--- src/rtl/core/ntc_divider_to_temperature_core_macros.svh ---
// Assertion macros for the NTC divider to temperature core.
// Included by the RTL files that carry concurrent checks.
`ifndef NTC_DIVIDER_TO_TEMPERATURE_CORE_MACROS_SVH
`define NTC_DIVIDER_TO_TEMPERATURE_CORE_MACROS_SVH
`ifndef ASSERT_OFF
`define NTC_ASSERT_IMP(label, clk, rst, ante, cons) \
  label: assert property (@(posedge clk) disable iff (rst) (ante) |-> (cons)) \
    else $error("ntc core assertion failed");
`define NTC_ASSERT_NXT(label, clk, rst, ante, cons) \
  label: assert property (@(posedge clk) disable iff (rst) (ante) |=> (cons)) \
    else $error("ntc core assertion failed");
`else
`define NTC_ASSERT_IMP(label, clk, rst, ante, cons)
`define NTC_ASSERT_NXT(label, clk, rst, ante, cons)
`endif
`endif

--- src/rtl/core/ntcdt_pkg.sv ---
// Shared widths, constants, codes and the request struct of the NTC core.
// No dependencies; every RTL module imports it.
package ntcdt_pkg;

  localparam int FRACTION_BITS = 24;
  localparam int VW  = 16;
  localparam int HW  = 20;
  localparam int BW  = 16;
  localparam int NW  = 20;
  localparam int CFG_DW = 20;
  localparam int CFG_IW = 2;
  localparam int RW  = VW + HW;
  localparam int XW  = RW;
  localparam int LZW = $clog2(XW);
  localparam int LNW = FRACTION_BITS + 5;
  localparam int UW  = LNW + 2;
  localparam int DW  = FRACTION_BITS + 7;
  localparam int QW  = 2 * FRACTION_BITS + 4;
  localparam int NT  = 14;
  localparam int KW  = $clog2(NT);
  localparam int RCW = FRACTION_BITS + 6;

  localparam logic [CFG_IW-1:0] REG_SUPPLY  = 2'd0;
  localparam logic [CFG_IW-1:0] REG_HIGH    = 2'd1;
  localparam logic [CFG_IW-1:0] REG_BETA    = 2'd2;
  localparam logic [CFG_IW-1:0] REG_NOMINAL = 2'd3;

  localparam logic [1:0] STATUS_OK     = 2'd0;
  localparam logic [1:0] STATUS_SUPPLY = 2'd1;
  localparam logic [1:0] STATUS_ZERO   = 2'd2;
  localparam logic [1:0] STATUS_SAT    = 2'd3;

  localparam logic [FRACTION_BITS:0] ONE_Q = (FRACTION_BITS + 1)'(1) << FRACTION_BITS;

  // ceil(2^(F+5)/d) for the odd series divisors; exact for any F-bit term
  localparam logic [RCW:0] RECIP_TOP = (RCW + 1)'(1) << (FRACTION_BITS + 5);
  localparam logic [RCW-1:0] RECIP [NT] = '{
    RCW'((RECIP_TOP + 0) / 1),   RCW'((RECIP_TOP + 2) / 3),
    RCW'((RECIP_TOP + 4) / 5),   RCW'((RECIP_TOP + 6) / 7),
    RCW'((RECIP_TOP + 8) / 9),   RCW'((RECIP_TOP + 10) / 11),
    RCW'((RECIP_TOP + 12) / 13), RCW'((RECIP_TOP + 14) / 15),
    RCW'((RECIP_TOP + 16) / 17), RCW'((RECIP_TOP + 18) / 19),
    RCW'((RECIP_TOP + 20) / 21), RCW'((RECIP_TOP + 22) / 23),
    RCW'((RECIP_TOP + 24) / 25), RCW'((RECIP_TOP + 26) / 27)
  };

  localparam logic [UW-1:0] C0_Q = UW'((64'd20 << FRACTION_BITS) / 64'd5963);
  localparam logic [QW-1:0] T10_N = QW'(10) << (2 * FRACTION_BITS);
  localparam logic [QW-1:0] T10_LIMIT = QW'(40000) << FRACTION_BITS;
  localparam logic [QW:0] KELVIN_OFS = (QW + 1)'(5463) << (FRACTION_BITS - 1);
  localparam logic signed [15:0] ZERO_K_TENTHS = -16'sd2731;
  localparam logic signed [15:0] TEMP_MAX = 16'sd32767;

  // ln(2) by the same series the hardware runs, evaluated at elaboration
  function automatic logic [FRACTION_BITS-1:0] ln2_q();
    logic [127:0] rem;
    logic [127:0] den;
    logic [127:0] z;
    logic [127:0] zz;
    logic [127:0] term;
    logic [127:0] sum;
    rem = 128'(ONE_Q);
    den = 128'(ONE_Q) * 128'd3;
    z = '0;
    for (int i = 0; i < FRACTION_BITS; i++) begin
      rem = rem << 1;
      z = z << 1;
      if (rem >= den) begin
        rem = rem - den;
        z[0] = 1'b1;
      end
    end
    zz = (z * z) >> FRACTION_BITS;
    term = z;
    sum = '0;
    for (int k = 0; k < NT; k++) begin
      sum = sum + ((term * 128'(RECIP[k])) >> (FRACTION_BITS + 5));
      term = (term * zz) >> FRACTION_BITS;
    end
    return FRACTION_BITS'(sum << 1);
  endfunction

  localparam logic [FRACTION_BITS-1:0] LN2_Q = ln2_q();

  typedef struct packed {
    logic [DW-1:0] rem;
    logic [DW-1:0] den;
    logic [QW-1:0] num;
    logic [QW-1:0] quo;
  } div_lane_t;

  typedef struct packed {
    logic [XW-1:0]            x;
    logic [LZW-1:0]           lz;
    logic [FRACTION_BITS-1:0] term;
    logic [FRACTION_BITS-1:0] zz;
    logic [FRACTION_BITS-1:0] sum;
    logic [LNW-1:0]           lnv;
  } ln_lane_t;

  typedef struct packed {
    logic [1:0]      status;
    logic            early;
    logic            r_sat;
    logic            hot;
    logic            neg;
    logic [RW-1:0]   r;
    div_lane_t [1:0] dv;
    ln_lane_t [1:0]  ln;
  } item_t;

endpackage

--- src/rtl/core/ntcdt_norm_cell.sv ---
// One step of the leading-zero search that normalizes both log operands.
// Depends on ntcdt_pkg.
module ntcdt_norm_cell (
  input  logic                      clk,
  input  logic                      rst,
  input  logic                      en,
  input  logic [ntcdt_pkg::LZW-1:0] index,
  input  logic                      in_valid,
  input  ntcdt_pkg::item_t          in_item,
  output logic                      out_valid,
  output ntcdt_pkg::item_t          out_item
);
  import ntcdt_pkg::*;

  item_t          item_next;
  logic [LZW-1:0] sh;
  logic [XW-1:0]  mask;

  always_comb begin
    item_next = in_item;
    sh = LZW'(1) << (LZW'(LZW - 1) - index);
    mask = ~({XW{1'b1}} >> sh);
    for (int l = 0; l < 2; l++) begin
      if ((in_item.ln[l].x & mask) == '0) begin
        item_next.ln[l].x = in_item.ln[l].x << sh;
        item_next.ln[l].lz = in_item.ln[l].lz + sh;
      end
    end
  end

  always_ff @(posedge clk) begin
    if (rst) begin
      out_valid <= 1'b0;
    end else if (en) begin
      out_valid <= in_valid;
    end
  end

  always_ff @(posedge clk) begin
    if (en) begin
      out_item <= item_next;
    end
  end

endmodule

--- config.mk ---
export PLATFORM = sky130hd
export DESIGN_NAME = ntcdt_norm_cell
export DESIGN_NICKNAME = d
export VERILOG_FILES = /design/src/rtl/core/ntc_divider_to_temperature_core_macros.svh /design/src/rtl/core/ntcdt_pkg.sv /design/src/rtl/core/ntcdt_norm_cell.sv
export SDC_FILE = /design/constraint.sdc
export NUM_CORES = 1
export LEC_CHECK = 0
export BUFFER_PORTS_ARGS = -buffer_cell sky130_fd_sc_hd__buf_2
export CORE_AREA = 3 3 522 524
export DETAILED_ROUTE_END_ITERATION = 8
export DIE_AREA = 0 0 525 527
export SYNTH_ARGS = -nofsm -noshare
export SYNTH_HDL_FRONTEND = slang
export SYNTH_SLANG_ARGS = --single-unit
--- constraint.sdc ---
create_clock -name clk -period 3.15 [get_ports clk]
set_clock_uncertainty 0.2 [all_clocks]
set_input_delay 0.315 -clock clk [delete_from_list [all_inputs] [get_ports clk]]
set_output_delay 0.315 -clock clk [all_outputs]
set_load 0.01 [all_outputs]
Word level (Yosys, flattened, before mapping). Cells that the tools add are included.

Bits in registers: 661. Bits of input ports: 670. Output and inout port bits: 661.

Add/subtract/negate cells: 3. Shift-type cells: 4. Muxes and demuxes: 2. Bitwise gates (word level): 3. Reductions and logical operators: 2.

Operator list (count): $mux 42 (2); $and 36x36->36 (2); $logic_not 36->1 (2); $shl 36x6->36 (2); $not 36->36 (1); $shr 36x6->36 const A (1); $add 6x6->6 (2); $shl 1x6->6 const A (1); $sub 3x6->6 const A (1).

Longest topological paths before layout.
Depth in word-level cells: 7. Gate-level depth with buffers: 14. Depth with buffers taken out: 12.

Least setup slack after synthesis. No wires, ideal clock.

Path kind: in2reg. Start point: in index[1] (netlist name). End point: reg out_item[106] (netlist name), data pin. Setup time: 0.258 ns. Data arrival time: 2.958 ns. Required time: 2.692 ns. Path slack: -0.266 ns. Stages: 14. Path buffers: 2. Path through: ha_1 > clkbuf_1 > nand2_1 > a211oi_1 > o21ai_1 > inv_2 > buf_2 > ha_1 > a21oi_1 > o21bai_1 > a21oi_1 > xnor2_1 > nand2_1 > xnor2_1.

RTL lines: start: declaration (line ntcdt_norm_cell.sv:7) `input logic [ntcdt_pkg::LZW-1:0] index,`; end signal: assignment (line ntcdt_norm_cell.sv:41) `out_item <= item_next;`; end: declaration (line ntcdt_norm_cell.sv:11) `output ntcdt_pkg::item_t out_item`.

==> results.cfg <==
[status]
status = finished with violations
violations = negative hold slack

[timing]
clock.fmax_mhz = 318
setup_slack_ns = 0.00364
min_period_ns = 3.15
final_max_slew_viol_count = 0
worst_pin_slew_ns = 0.796
finalSetupTns_ns = 0
setup_viol_count_final = 0
timing.final.crit_share = 0.999
finalHoldViolCount = 1
holdWs_ns = -0.000262
slew_headroom = 0.463

[synthesis]
syn_area_per_cell_um2 = 16.8
synth-warning-count = 0
synth_adder_area_share = 0.00710
synth-async-reset-ratio = 0
synth_cells = 1487
synth_cell_types = 77
synth_fp_nets = 2170
synthXorXnorAreaFrac = 0.00385
synthTopCellsByArea = edfxtp_1, mux2i_1, nand2_1
muxShareOfSynthArea = 0.0464
syn-cell-area_um2 = 25000
seq_area_frac_synth = 0.793
synth_largest_area_cell = edfxtp_1
synth_top_family_by_area = compound AO/OA/AOI/OAI gates
synth_compound_area_frac = 0.0836
ys_ff_latch = 661
synthSimpleGateAreaFrac = 0.0502
synth_edf_count = 660
synth_flop_cell = edfxtp_1
synth_top_area_share = 0.792

[power]
ir_drop_v = 0.000383
totalPowerFinal_w = 0.0268
p_leak_nw = 20.4
p_seq_frac = 0.409
power_density_nw_per_um2 = 527
p_int_w = 0.0188
comb_power_share = 0.199
switchingPower_w = 0.00802
p_sw_frac = 0.299
clkPwrFrac = 0.392

[run]
maxCapViolations = 0

[cells_and_area]
fillers = 29000
final_cells = 7721
nets = 4725
syn_to_final_growth_pct = 103
drive_gt1_frac = 0.426
utilization = 0.190

[worst_setup_path]
crit_fanout = 7
crit_required_ns = 3.56
worstSetupPathType = in -> reg
r2r_cells = 3
start_kind = input pin
cp_data_arrival_time_ns = 3.56
end_kind = flip-flop

[clocking]
numCtsBuffers = 92
clkTransAtPathRegs_ns = 0.05
cts_root_buffer = clkbuf_16
clkSinkCount = 661
cts_tree = done
clockBufferDepth = 4
clk_latency_ns = 0.75
h-tree-depth = 3

[route]
num_vias = 26400
antenna_left = 0
routedWlPerCell_um = 31.3
avgViaCountPerCell = 3.42
drt_wl_total_um = 242000
drt_iter0_markers = 2386
dr.pass1.iters = 5
drc_errors = 0

[floorplan]
start_util = 0.0934
coreArea_um2 = 268000
die_w_um = 525
io_pins = 1331
die_area_um2 = 277000
chipHeight_um = 527
core.rowCount = 190

[hold_path]
hold_depth = 4
hold_path_class = in -> reg

[place]
dp.final_hpwl_um = 201000
port_buffers = 1330
post-place-cells = 6504
gp_congestion = 1.08
dp_slack_ns = -0.224

[global_routing]
overflow = 0
antenna_found_initial = 160
track_usage = 0.167
grt_max_degree = 86
grt_pass1_wl_um = 300000
grt_pass1_vias = 26500
-- layout make-up --
cell class              instances  area (µm²)  area share
repair buffers               2539       18600       0.365
clock inverters                56         536      0.0105
clock buffers                 108        2390      0.0470
well taps                    3552        4440      0.0873
inverters                      13        51.3     0.00101
flip-flops and latches        661       19800       0.390
multi-input cells             735        4930      0.0969
diodes                         57         143     0.00280
-- cell usage in the layout, fill, tap and decap left out, types with 11 or more instances in the layout --
master and instances:
diode_2 57, mux2i_1 71, o22ai_1 19, a21o_1 13, clkbuf_1 14, buf_12 18
dlygate4sd3_1 983, o21a_1 11, edfxtp_1 660, o21ai_0 57, mux2_2 32, clkbuf_16 94
nor2_1 74, nor3_1 12, buf_4 200, a211oi_1 12, o31ai_1 18, a21oi_1 76
buf_2 1317, nand2_1 149, clkinv_1 15, o211ai_1 12, clkinv_2 19
-- timing repair --
action	4_1_cts	5_1_grt
endpoints found under the setup margin	0	5
hold endpoints to repair	720	1
gates resized for setup	0	46
setup buffers	0	5
hold buffers	992	1
-- sequential cells by signal, summed over array words and instances, names as in the netlist --
signal     count
out_item     660
out_valid      1
-- Yosys cell counts (13+ instances only) --
master    number
mux2i_1       71
o21ai_0       57
edfxtp_1     660
mux2_2        32
buf_2         20
a21o_1        13
o22ai_1       19
o31ai_1       18
nor4_1        16
clkbuf_1      45
nand2_1      149
a211oi_1      13
a21oi_1       81
nor2_1        75
-- per-stage QoR --
step | hold WS (ns) | cell area, µm²
detailed placement | 0.289 | 37700
floorplan | 0.187 | 25100
global placement | 0.280 | 37700
CTS | 0.000231 | 50600
global route | 0.00233 | 50800
finish | -0.000262 | 50900
-- power by group through the flow --
stage	logic [W]	registers, W	clock network [W]
after floorplan	0.000569	0.0114	0
after global placement	0.00423	0.0111	0
after detailed placement	0.00422	0.0111	0
after CTS	0.00536	0.0110	0.0109
after global routing	0.00562	0.0110	0.0112
final	0.00535	0.0110	0.0105
-- routing by layer --
layer	global-route usage	share of wire
met5	0.00831	0.0019
met2	0.273	0.46
met3	0.0860	0.13
met4	0.0592	0.043
met1	0.185	0.37
-- path summary, 6_finish.rpt --
kind	startpoint	to	slack, ns
worst max-delay path	in_item[262]	out_item[260]$_DFFE_PP_	0.004
worst min-delay path	in_item[257]	out_item[257]$_DFFE_PP_	-0.0003
worst max register to register	out_valid$_SDFFE_PP0P_	out_valid$_SDFFE_PP0P_	1.80
worst min register to register	out_valid$_SDFFE_PP0P_	out_valid$_SDFFE_PP0P_	0.85
-- worst max-delay path, cell delays in order --
cell and delay, ns:
dlygate4sd3_1 0.61, buf_2 0.24, nor4_2 0.17, nand4_1 0.15
a21oi_2 0.21, buf_4 0.17, nor4_1 0.07, buf_4 0.15
a2111oi_4 0.34, buf_6 0.19, buf_4 0.15, o2111ai_1 0.13
nand2_1 0.11, dlygate4sd3_1 0.55
-- logic make-up after synthesis --
logic type                 Yosys count
adders and majority gates           13
buffers and inverters               91
AOI/OAI and AO/OA                  315
and+or+nand+nor                    289
muxes                              107
DFF                                661
xor gates and xnor gates            11
(Power assumes the default switching activity.)
