`config.mk`:
```
export PLATFORM = sky130hd
export DESIGN_NAME = ntcdt_div_cell
export DESIGN_NICKNAME = d
export VERILOG_FILES = /design/src/rtl/core/ntc_divider_to_temperature_core_macros.svh /design/src/rtl/core/ntcdt_pkg.sv /design/src/rtl/core/ntcdt_div_cell.sv
export SDC_FILE = /design/constraint.sdc
export NUM_CORES = 1
export LEC_CHECK = 0
export BUFFER_PORTS_ARGS = -buffer_cell sky130_fd_sc_hd__buf_2
export CAP_MARGIN = 40
export CORE_AREA = 2 2 513 515
export CTS_BUF_LIST = sky130_fd_sc_hd__clkbuf_16
export DETAILED_ROUTE_END_ITERATION = 16
export DIE_AREA = 0 0 515 517
export PLACE_DENSITY_LB_ADDON = 0.05
export REMOVE_ABC_BUFFERS = 1
export SYNTH_ARGS = -nofsm -noshare
export SYNTH_HDL_FRONTEND = slang
export SYNTH_SLANG_ARGS = --single-unit
```
`constraint.sdc`:
```
create_clock -name clk -period 7.4 [get_ports clk]
set_clock_uncertainty 0.2 [all_clocks]
set_input_delay 1.11 -clock clk [delete_from_list [all_inputs] [get_ports clk]]
set_output_delay 1.11 -clock clk [all_outputs]
set_load 0.1 [all_outputs]
```
`src/rtl/core/ntc_divider_to_temperature_core_macros.svh`:
```
// Assertion macros for the NTC divider to temperature core.
// Included by the RTL files that carry concurrent checks.
`ifndef NTC_DIVIDER_TO_TEMPERATURE_CORE_MACROS_SVH
`define NTC_DIVIDER_TO_TEMPERATURE_CORE_MACROS_SVH
`ifndef ASSERT_OFF
`define NTC_ASSERT_IMP(label, clk, rst, ante, cons) \
  label: assert property (@(posedge clk) disable iff (rst) (ante) |-> (cons)) \
    else $error("ntc core assertion failed");
`define NTC_ASSERT_NXT(label, clk, rst, ante, cons) \
  label: assert property (@(posedge clk) disable iff (rst) (ante) |=> (cons)) \
    else $error("ntc core assertion failed");
`else
`define NTC_ASSERT_IMP(label, clk, rst, ante, cons)
`define NTC_ASSERT_NXT(label, clk, rst, ante, cons)
`endif
`endif

```
`src/rtl/core/ntcdt_pkg.sv`:
```
// Shared widths, constants, codes and the request struct of the NTC core.
// No dependencies; every RTL module imports it.
package ntcdt_pkg;

  localparam int FRACTION_BITS = 24;
  localparam int VW  = 16;
  localparam int HW  = 20;
  localparam int BW  = 16;
  localparam int NW  = 20;
  localparam int CFG_DW = 20;
  localparam int CFG_IW = 2;
  localparam int RW  = VW + HW;
  localparam int XW  = RW;
  localparam int LZW = $clog2(XW);
  localparam int LNW = FRACTION_BITS + 5;
  localparam int UW  = LNW + 2;
  localparam int DW  = FRACTION_BITS + 7;
  localparam int QW  = 2 * FRACTION_BITS + 4;
  localparam int NT  = 14;
  localparam int KW  = $clog2(NT);
  localparam int RCW = FRACTION_BITS + 6;

  localparam logic [CFG_IW-1:0] REG_SUPPLY  = 2'd0;
  localparam logic [CFG_IW-1:0] REG_HIGH    = 2'd1;
  localparam logic [CFG_IW-1:0] REG_BETA    = 2'd2;
  localparam logic [CFG_IW-1:0] REG_NOMINAL = 2'd3;

  localparam logic [1:0] STATUS_OK     = 2'd0;
  localparam logic [1:0] STATUS_SUPPLY = 2'd1;
  localparam logic [1:0] STATUS_ZERO   = 2'd2;
  localparam logic [1:0] STATUS_SAT    = 2'd3;

  localparam logic [FRACTION_BITS:0] ONE_Q = (FRACTION_BITS + 1)'(1) << FRACTION_BITS;

  // ceil(2^(F+5)/d) for the odd series divisors; exact for any F-bit term
  localparam logic [RCW:0] RECIP_TOP = (RCW + 1)'(1) << (FRACTION_BITS + 5);
  localparam logic [RCW-1:0] RECIP [NT] = '{
    RCW'((RECIP_TOP + 0) / 1),   RCW'((RECIP_TOP + 2) / 3),
    RCW'((RECIP_TOP + 4) / 5),   RCW'((RECIP_TOP + 6) / 7),
    RCW'((RECIP_TOP + 8) / 9),   RCW'((RECIP_TOP + 10) / 11),
    RCW'((RECIP_TOP + 12) / 13), RCW'((RECIP_TOP + 14) / 15),
    RCW'((RECIP_TOP + 16) / 17), RCW'((RECIP_TOP + 18) / 19),
    RCW'((RECIP_TOP + 20) / 21), RCW'((RECIP_TOP + 22) / 23),
    RCW'((RECIP_TOP + 24) / 25), RCW'((RECIP_TOP + 26) / 27)
  };

  localparam logic [UW-1:0] C0_Q = UW'((64'd20 << FRACTION_BITS) / 64'd5963);
  localparam logic [QW-1:0] T10_N = QW'(10) << (2 * FRACTION_BITS);
  localparam logic [QW-1:0] T10_LIMIT = QW'(40000) << FRACTION_BITS;
  localparam logic [QW:0] KELVIN_OFS = (QW + 1)'(5463) << (FRACTION_BITS - 1);
  localparam logic signed [15:0] ZERO_K_TENTHS = -16'sd2731;
  localparam logic signed [15:0] TEMP_MAX = 16'sd32767;

  // ln(2) by the same series the hardware runs, evaluated at elaboration
  function automatic logic [FRACTION_BITS-1:0] ln2_q();
    logic [127:0] rem;
    logic [127:0] den;
    logic [127:0] z;
    logic [127:0] zz;
    logic [127:0] term;
    logic [127:0] sum;
    rem = 128'(ONE_Q);
    den = 128'(ONE_Q) * 128'd3;
    z = '0;
    for (int i = 0; i < FRACTION_BITS; i++) begin
      rem = rem << 1;
      z = z << 1;
      if (rem >= den) begin
        rem = rem - den;
        z[0] = 1'b1;
      end
    end
    zz = (z * z) >> FRACTION_BITS;
    term = z;
    sum = '0;
    for (int k = 0; k < NT; k++) begin
      sum = sum + ((term * 128'(RECIP[k])) >> (FRACTION_BITS + 5));
      term = (term * zz) >> FRACTION_BITS;
    end
    return FRACTION_BITS'(sum << 1);
  endfunction

  localparam logic [FRACTION_BITS-1:0] LN2_Q = ln2_q();

  typedef struct packed {
    logic [DW-1:0] rem;
    logic [DW-1:0] den;
    logic [QW-1:0] num;
    logic [QW-1:0] quo;
  } div_lane_t;

  typedef struct packed {
    logic [XW-1:0]            x;
    logic [LZW-1:0]           lz;
    logic [FRACTION_BITS-1:0] term;
    logic [FRACTION_BITS-1:0] zz;
    logic [FRACTION_BITS-1:0] sum;
    logic [LNW-1:0]           lnv;
  } ln_lane_t;

  typedef struct packed {
    logic [1:0]      status;
    logic            early;
    logic            r_sat;
    logic            hot;
    logic            neg;
    logic [RW-1:0]   r;
    div_lane_t [1:0] dv;
    ln_lane_t [1:0]  ln;
  } item_t;

endpackage

```
`src/rtl/core/ntcdt_div_cell.sv`:
```
// One restoring division step on both lanes of a request.
// Depends on ntcdt_pkg.
module ntcdt_div_cell (
  input  logic            clk,
  input  logic            rst,
  input  logic            en,
  input  logic            in_valid,
  input  ntcdt_pkg::item_t in_item,
  output logic            out_valid,
  output ntcdt_pkg::item_t out_item
);
  import ntcdt_pkg::*;

  item_t         item_next;
  logic [DW:0]   rem_sh [2];

  always_comb begin
    item_next = in_item;
    for (int l = 0; l < 2; l++) begin
      rem_sh[l] = {in_item.dv[l].rem, in_item.dv[l].num[QW-1]};
      item_next.dv[l].num = in_item.dv[l].num << 1;
      if (rem_sh[l] >= {1'b0, in_item.dv[l].den}) begin
        item_next.dv[l].rem = DW'(rem_sh[l] - {1'b0, in_item.dv[l].den});
        item_next.dv[l].quo = {in_item.dv[l].quo[QW-2:0], 1'b1};
      end else begin
        item_next.dv[l].rem = DW'(rem_sh[l]);
        item_next.dv[l].quo = {in_item.dv[l].quo[QW-2:0], 1'b0};
      end
    end
  end

  always_ff @(posedge clk) begin
    if (rst) begin
      out_valid <= 1'b0;
    end else if (en) begin
      out_valid <= in_valid;
    end
  end

  always_ff @(posedge clk) begin
    if (en) begin
      out_item <= item_next;
    end
  end

endmodule

```
After elaboration in Yosys (flattened, before gate mapping)

Index checks and enable logic that the tools add are counted.
Widths: inputs -> output; s select.

Add/sub/neg operators: 2
$lt $le $gt $ge: 2
Mux-type cells: 4

Operators by type and width:

| kind           | count |
|---|---|
| $ge 32x31->1   | 2 |
| $mux 31        | 2 |
| $sub 31x31->31 | 2 |
| $mux 1         | 2 |

Flip-flop bits (word level): 659
Input bits: 664
Word-level logic and storage cells: 35

Logic depth before layout (Yosys ltp)

Gate-level depths: netlist (run 1).

Depth after elaboration: 2
Depth in mapped cells: 13
Mapped depth without buffers: 13

Worst setup path before layout (run 1)

Ideal clock, no wire load.

Path type: input to register
Start point: input port in_item[415] in the netlist's numbering
End point: register out_item[444] in the netlist's numbering (data pin)
Arrival: 3.525 ns
Required time: 6.940 ns
Path slack: 3.415 ns
Stages on the path: 13
Buffers on the path: 2
Cell sequence: inv_1 > ha_1 > buf_6 > a21o_1 > a21oi_1 > inv_1 > a21oi_1 > o21bai_1 > a221oi_2 > a21bo_2 > a211oi_4 > buf_6 > mux2_2

RTL lines:

| what                 | line                 | source |
|---|---|---|
| from (decl)          | ntcdt_div_cell.sv:8  | `input ntcdt_pkg::item_t in_item,` |
| to (signal assigned) | ntcdt_div_cell.sv:42 | `out_item <= item_next;` |
| to (decl)            | ntcdt_div_cell.sv:10 | `output ntcdt_pkg::item_t out_item` |

==> results_dict.tcl, run 1 <==
set metrics [dict create \
    run_status "completed" \
    synth_sequential_area_ratio 0.8220 \
    multi_input_comb_area_sq_um 3851 \
    dr_total_vias 17940 \
    cts_htree_levels 3 \
    cts.sink_count 659 \
    post_synth_instance_area_sq_um 24060 \
    post_synth.cell_area_avg_sq_um 18.64 \
    area_added_between_synthesis_and_finish_pct 58.50 \
    timing_worst_slew_pin_value_ps 971.9 \
    final_core_utilization 0.1461 \
    worst-setup-path-type "input pin to flop" \
    port_buffer_count 1320 \
    total_overflow_reported_by_the_global_router 0 \
    synth_cells 1291 \
    required_arrival_time_at_the_worst_endpoint_ps 7650 \
    postRouteWirelength_um 153200 \
    synth-async-reset-ratio 0 \
    die-width_um 515 \
    arrival_ps 4730 \
    num-nets-final 3426 \
    global_route.peak_usage_layer "met2" \
    rows 188 \
    clk_pin_slew_worst_paths_ps 50 \
    final-seq-area_sq_um 19780 \
    cts.path.max_buffers 3 \
    startpoint_type "input pin" \
    initial_core_util 0.09215 \
    ys_warn_count 0 \
    timing.final.hold_violations 0 \
    numCtsBuffers 96 \
    design.die.area_sq_um 266300 \
    worst_reg2reg_setup_slack_ps 6620 \
    number_of_antenna_violations_at_the_first_check_in_global_routing 163 \
    rsz_0062_raised_after_global_routing "no" \
    tritoncts "built" \
    cp_max_stage_delay_ps 490 \
    place.gp.congestion 0.7472 \
    route.detailed.wl_per_inst_um 24.61 \
    cts-hold-fix-buffers 0 \
    critical_path.slowest_cell "sky130_fd_sc_hd__buf_4" \
    post_drt_via_cell_ratio 2.882 \
    use_met2 0.1996 \
    vdd_drop_max_uv 184.0 \
    slew_headroom 0.3521 \
    global_route_wire_length_before_repair_um 191900 \
    setup_viol_count_final 0 \
    power_leakage_nw 15.38 \
    post-route-drc-count 0 \
    synth.lib_cells_used.distinct 66 \
    setup.worst_path.end_class "flop" \
    grt.met3_usage 0.06223 \
    cap_viol_max_count 0 \
    pin_count_of_the_biggest_net_entering_global_routing 120 \
    insertion_delay_ps 730 \
    power.density_nw_per_um2 335.5 \
    cts_post_setup_buffers_inserted 0 \
    first_pass_iters 5 \
    crit_family "compound AO/OA/AOI/OAI gates" \
    post_route_cells_drive_above_1_share 0.5458 \
    fp.dieH_um 517 \
    critPathMaxFanout 26 \
    placedInstanceArea_sq_um 34970 \
    global_route.usage.met1 0.1004 \
    ioPinCount 1325 \
    min_period_over_period 0.6059 \
    clk_root_buffer_cell "sky130_fd_sc_hd__clkbuf_16" \
    synth_enable_flop_cells 658 \
    ys_seq_elements 659 \
    drv_slew 0 \
    hold_path_class "flop to flop" \
    antenna_violating_nets_post_route 0 \
    groute.usage.overall 0.1093 \
    cts_resized 0 \
    grt_pass1_vias 18950 \
    core_area_sq_um 261100 \
    filler_cell_count 29330 \
    estimated_wirelength_of_the_detail_placed_design_um 126900 \
    fin_tns_setup_ps 0 \
    tmin_final_ps 4483 \
    fmaxAchievable_ghz 0.2230 \
    wp_buf_inv 3 \
    yosys_most_used_dff "sky130_fd_sc_hd__edfxtp_1" \
    design_area_sq_um 38140 \
    1st_iter_drt_viols 819 \
    sequence_of_cells_on_the_critical_path "buf_2, inv_1, ha_1, fa_1, nor2b_1, o31ai_2, a21oi_1, nand3b_1, nand4_2, a31o_1, a21bo_2, a211oi_4, buf_4, mux2_2" \
]
## synth_stat cells, drive strengths merged, types with 7 or more instances
cell | count | share of area
o21a | 10 | 0.0031
nor2 | 39 | 0.0061
a21oi | 55 | 0.011
o31ai | 14 | 0.0057
edfxtp | 658 | 0.82
nand3 | 10 | 0.0021
o21bai | 8 | 0.0025
a211oi | 8 | 0.0030
a31oi | 8 | 0.0021
o21ai | 52 | 0.011
xor2 | 20 | 0.0073
clkbuf | 14 | 0.0022
nand4 | 14 | 0.0039
nand2 | 68 | 0.011
nor2b | 7 | 0.0021
mux2 | 31 | 0.015
ha | 62 | 0.032
a21o | 24 | 0.0075
xnor2 | 31 | 0.011
buf | 10 | 0.0033
inv | 81 | 0.013
## worst paths after layout
kind	from	endpoint	depth (start not counted)
max reg2reg	out_valid	out_valid	2
min reg2reg	out_valid	out_valid	2
min	out_valid	out_valid	2
max	in_item[389]	out_item[445]	14
## kinds of logic (layout without fill, tap and decap cells)
logic type	Yosys count	after routing	synth area share
flip-flops	659	659	0.8220
AO/OA/AOI/OAI	206	206	0.05772
AND/OR/NAND/NOR	170	170	0.03313
buffers and inverters	105	1583	0.01815
adder cells (fa/ha/maj)	64	64	0.03391
XOR/XNOR	51	51	0.01856
multiplexers	35	35	0.01633
other	1	36	0.0001559
## worst min-delay path, stage by stage (launching register included)
cell and delay [ps]:
sky130_fd_sc_hd__dfxtp_1 330, sky130_fd_sc_hd__mux2i_1 70, sky130_fd_sc_hd__nor2_1 80
## state kept, by name (all words and copies together), names as in the netlist
signal	count
out_item	658
out_valid	1
## metal layers
metal,vias up,wire (um)
met2,1014,79350
met4,132,5796
met1,8583,48400
li1,7854,-
met3,357,18850
met5,-,806
## cell type report
type | count | share of cell area
sequential | 659 | 0.5187
timing repair buffer | 1332 | 0.1772
tap | 3420 | 0.1122
multi-input combinational | 528 | 0.1010
clock buffer | 96 | 0.06299
clock inverter | 74 | 0.01778
inverter | 81 | 0.007973
antenna | 34 | 0.002231
## layout by cell type, fill, tap and decap left out, drive strengths merged, types with 34 or more instances in the layout
master / instances
ha: 62
diode: 34
nand2: 68
nor2: 39
a21oi: 55
o21ai: 52
clkbuf: 96
clkinv: 44
buf: 1332
edfxtp: 658
inv: 101
## where the power goes
part / internal (W) / switching, W
clock: 0.00264 / 0.00198
combinational: 0.000512 / 0.00308
sequential: 0.00449 / 0.0000886
total: 0.00765 / 0.00514
## per-stage QoR
step / total power [W] / instances / worst slack, ps / hold WS, ps
3_5_place_dp: 0.008321 / 6020 / 1975 / 300.1
5_1_grt: 0.01335 / 6201 / 2670 / 241.7
6_report: 0.01279 / 6224 / 2917 / 307.2
3_3_place_gp: 0.008350 / 6020 / 1935 / 293.4
2_1_floorplan: 0.007338 / 1268 / 2792 / 770.5
4_1_cts: 0.01318 / 6190 / 2797 / 196.5
(Power assumes the default switching activity.)
==> run 2, diff against run 1 <==
==> constraint.sdc (replaced) <==
create_clock -name clk -period 4.63 [get_ports clk]
set_clock_uncertainty 0.2 [all_clocks]
set_input_delay 0.6945 -clock clk [delete_from_list [all_inputs] [get_ports clk]]
set_output_delay 0.6945 -clock clk [all_outputs]
set_load 0.1 [all_outputs]
==> results_dict.tcl, run 2 (same netlist as run 1, synthesis figures left out) <==
set metrics [dict create \
    run_status "completed" \
    power_report.internal_total_w 0.01230 \
    comb_power_share 0.304 \
    power_switching_w 0.008346 \
    postRouteWirelength_um 155400 \
    rr_endpoint "out_valid" \
    total_overflow_reported_by_the_global_router 0 \
    design.die.area_sq_um 266300 \
    sw_share 0.4042 \
    timing_worst_slew_pin_value_ps 1057 \
    critical_path.startpoint "in_item[566]" \
    reg2regPathDepth 3 \
    post_route_cells_drive_above_1_share 0.4484 \
    layout_top_registers "out_item (658), out_valid (1)" \
    setup_viol_count_final 0 \
    grt_pass1_vias 21830 \
    sequence_of_cells_on_the_critical_path "dlygate4sd3_1, buf_2, inv_1, ha_1, nand4_1, or2_2, a211oi_1, nor3_1, o31ai_1, nand3_1, a31oi_1, mux2_2, a21oi_1" \
    filler_cell_count 29060 \
    worst_reg2reg_setup_slack_ps 3290 \
    final_cell_mix "sky130_fd_sc_hd__buf_2, sky130_fd_sc_hd__edfxtp_1, sky130_fd_sc_hd__dlygate4sd3_1" \
    r2r-start "out_valid" \
    1st_iter_drt_viols 965 \
    hold-path-endpoint "out_item[405]" \
    fin_total_pwr_w 0.02065 \
    ioPinCount 1325 \
    pin_count_of_the_biggest_net_entering_global_routing 76 \
    required_arrival_time_at_the_worst_endpoint_ps 4980 \
    clockPowerShare 0.341 \
    cap_viol_max_count 0 \
    number_of_antenna_violations_at_the_first_check_in_global_routing 80 \
    estimated_wirelength_of_the_detail_placed_design_um 128200 \
    final_common_cell "sky130_fd_sc_hd__buf_2" \
    rsz_0062_raised_after_global_routing "no" \
    rows 188 \
    fmaxAchievable_ghz 0.2410 \
    numCtsBuffers 95 \
    clk_root_buffer_cell "sky130_fd_sc_hd__clkbuf_16" \
    insertion_delay_ps 720 \
    p_seq_frac 0.355 \
    largest_reg_flops 658 \
    post-route-drc-count 0 \
    min_period_over_period 0.8961 \
    cts_resized 0 \
    route.detailed.wl_per_inst_um 22.62 \
    timing.hold.worst.start "in_item[405]" \
    port_buffer_count 1320 \
    min_delay_path_depth 1 \
    fp.dieH_um 517 \
    tritoncts "built" \
    global_route_wire_length_before_repair_um 199100 \
    cts_post_setup_buffers_inserted 0 \
    vdd_drop_max_uv 261.1 \
    worst-setup-path-type "input pin to flop" \
    initial_core_util 0.09215 \
    setup.worst_path.end_class "flop" \
    power.density_nw_per_um2 464.6 \
    power_leakage_nw 18.08 \
    post_drt_via_cell_ratio 2.929 \
    area_added_between_synthesis_and_finish_pct 84.69 \
    fin_tns_setup_ps 0 \
    tmin_final_ps 4149 \
    first_pass_iters 4 \
    groute.usage.overall 0.1110 \
    antenna_violating_nets_post_route 0 \
    clk_pin_slew_worst_paths_ps 60 \
    place.gp.congestion 0.7491 \
    regMostFlops "out_item" \
    dr_total_vias 20120 \
    slew_headroom 0.2952 \
    critical_path.slowest_cell "sky130_fd_sc_hd__dlygate4sd3_1" \
    arrival_ps 4500 \
    cts.sink_count 659 \
    die-width_um 515 \
    startpoint_type "input pin" \
    cp_max_stage_delay_ps 520 \
    critPathMaxFanout 6 \
    hold_path_class "input pin to flop" \
    timing.final.hold_violations 0 \
    core_area_sq_um 261100 \
    cts.path.max_buffers 3 \
    drv_slew 0 \
    cts_htree_levels 3 \
    num-nets-final 4072 \
]
## run 2: power groups by stage
stage               registers (W)  clock network [W]  logic (W)
global placement          0.00747                  0    0.00593
global route              0.00739            0.00765    0.00651
floorplan                  0.0112                  0   0.000535
CTS                       0.00735            0.00751    0.00641
finish                    0.00733            0.00705    0.00627
detailed placement        0.00746                  0    0.00590
## run 2: stage by stage
stage               instances  worst slack (ps)  hold slack [ps]  area (sq um)  utilization
detailed placement       6050             332.3            292.9         35260       0.1350
global route             6861             292.1            23.08         44410       0.1701
CTS                      6839             549.1           0.3318         44360       0.1699
floorplan                1268             437.4            566.9         23930            -
global placement         6050             349.3            289.2         35260       0.1350
finish                   6871             481.3            94.35         44440       0.1702
## run 2: repair_timing
item / CTS / global route
setup endpoints to repair: 0 / 0
hold endpoints to repair: 616 / 0
hold buffers: 617 / 0
## run 2: area by class of cell
cell class,count,area [sq um],area share
Sequential cell,659,19780,0.4451
Clock inverter,76,523.0,0.01177
Inverter,81,304.0,0.006842
Clock buffer,96,2402,0.05406
Timing Repair Buffer,1979,13220,0.2975
Antenna cell,32,80.08,0.001802
Multi-Input combinational cell,528,3849,0.08661
Tap cell,3420,4279,0.09630
## run 2: routing by layer
| metal | wire length (um) | global-route usage |
|---|---|---|
| met1 | 56580 | 0.1150 |
| met2 | 80510 | 0.2047 |
| met3 | 12710 | 0.04054 |
| met4 | 5319 | 0.03758 |
| met5 | 279 | 0 |
## run 2: worst max path at each step
stage          depth (start not counted)       endpoint  slack [ps]
6_report                              13  out_item[614]         480
5_1_grt                               13  out_item[614]         290
4_1_cts                               13  out_item[614]         550
3_5_place_dp                          14  out_item[448]         330
3_3_place_gp                          14  out_item[448]         350
2_1_floorplan                         11  out_item[615]         440
## run 2: worst max-delay path, delay by kind of cell
family | cells | cell delay (ps)
AOI/OAI and AO/OA | 4 | 1360
muxes | 1 | 380
adders and majority gates | 1 | 390
and+or+nand+nor | 4 | 920
buffers and inverters | 3 | 750
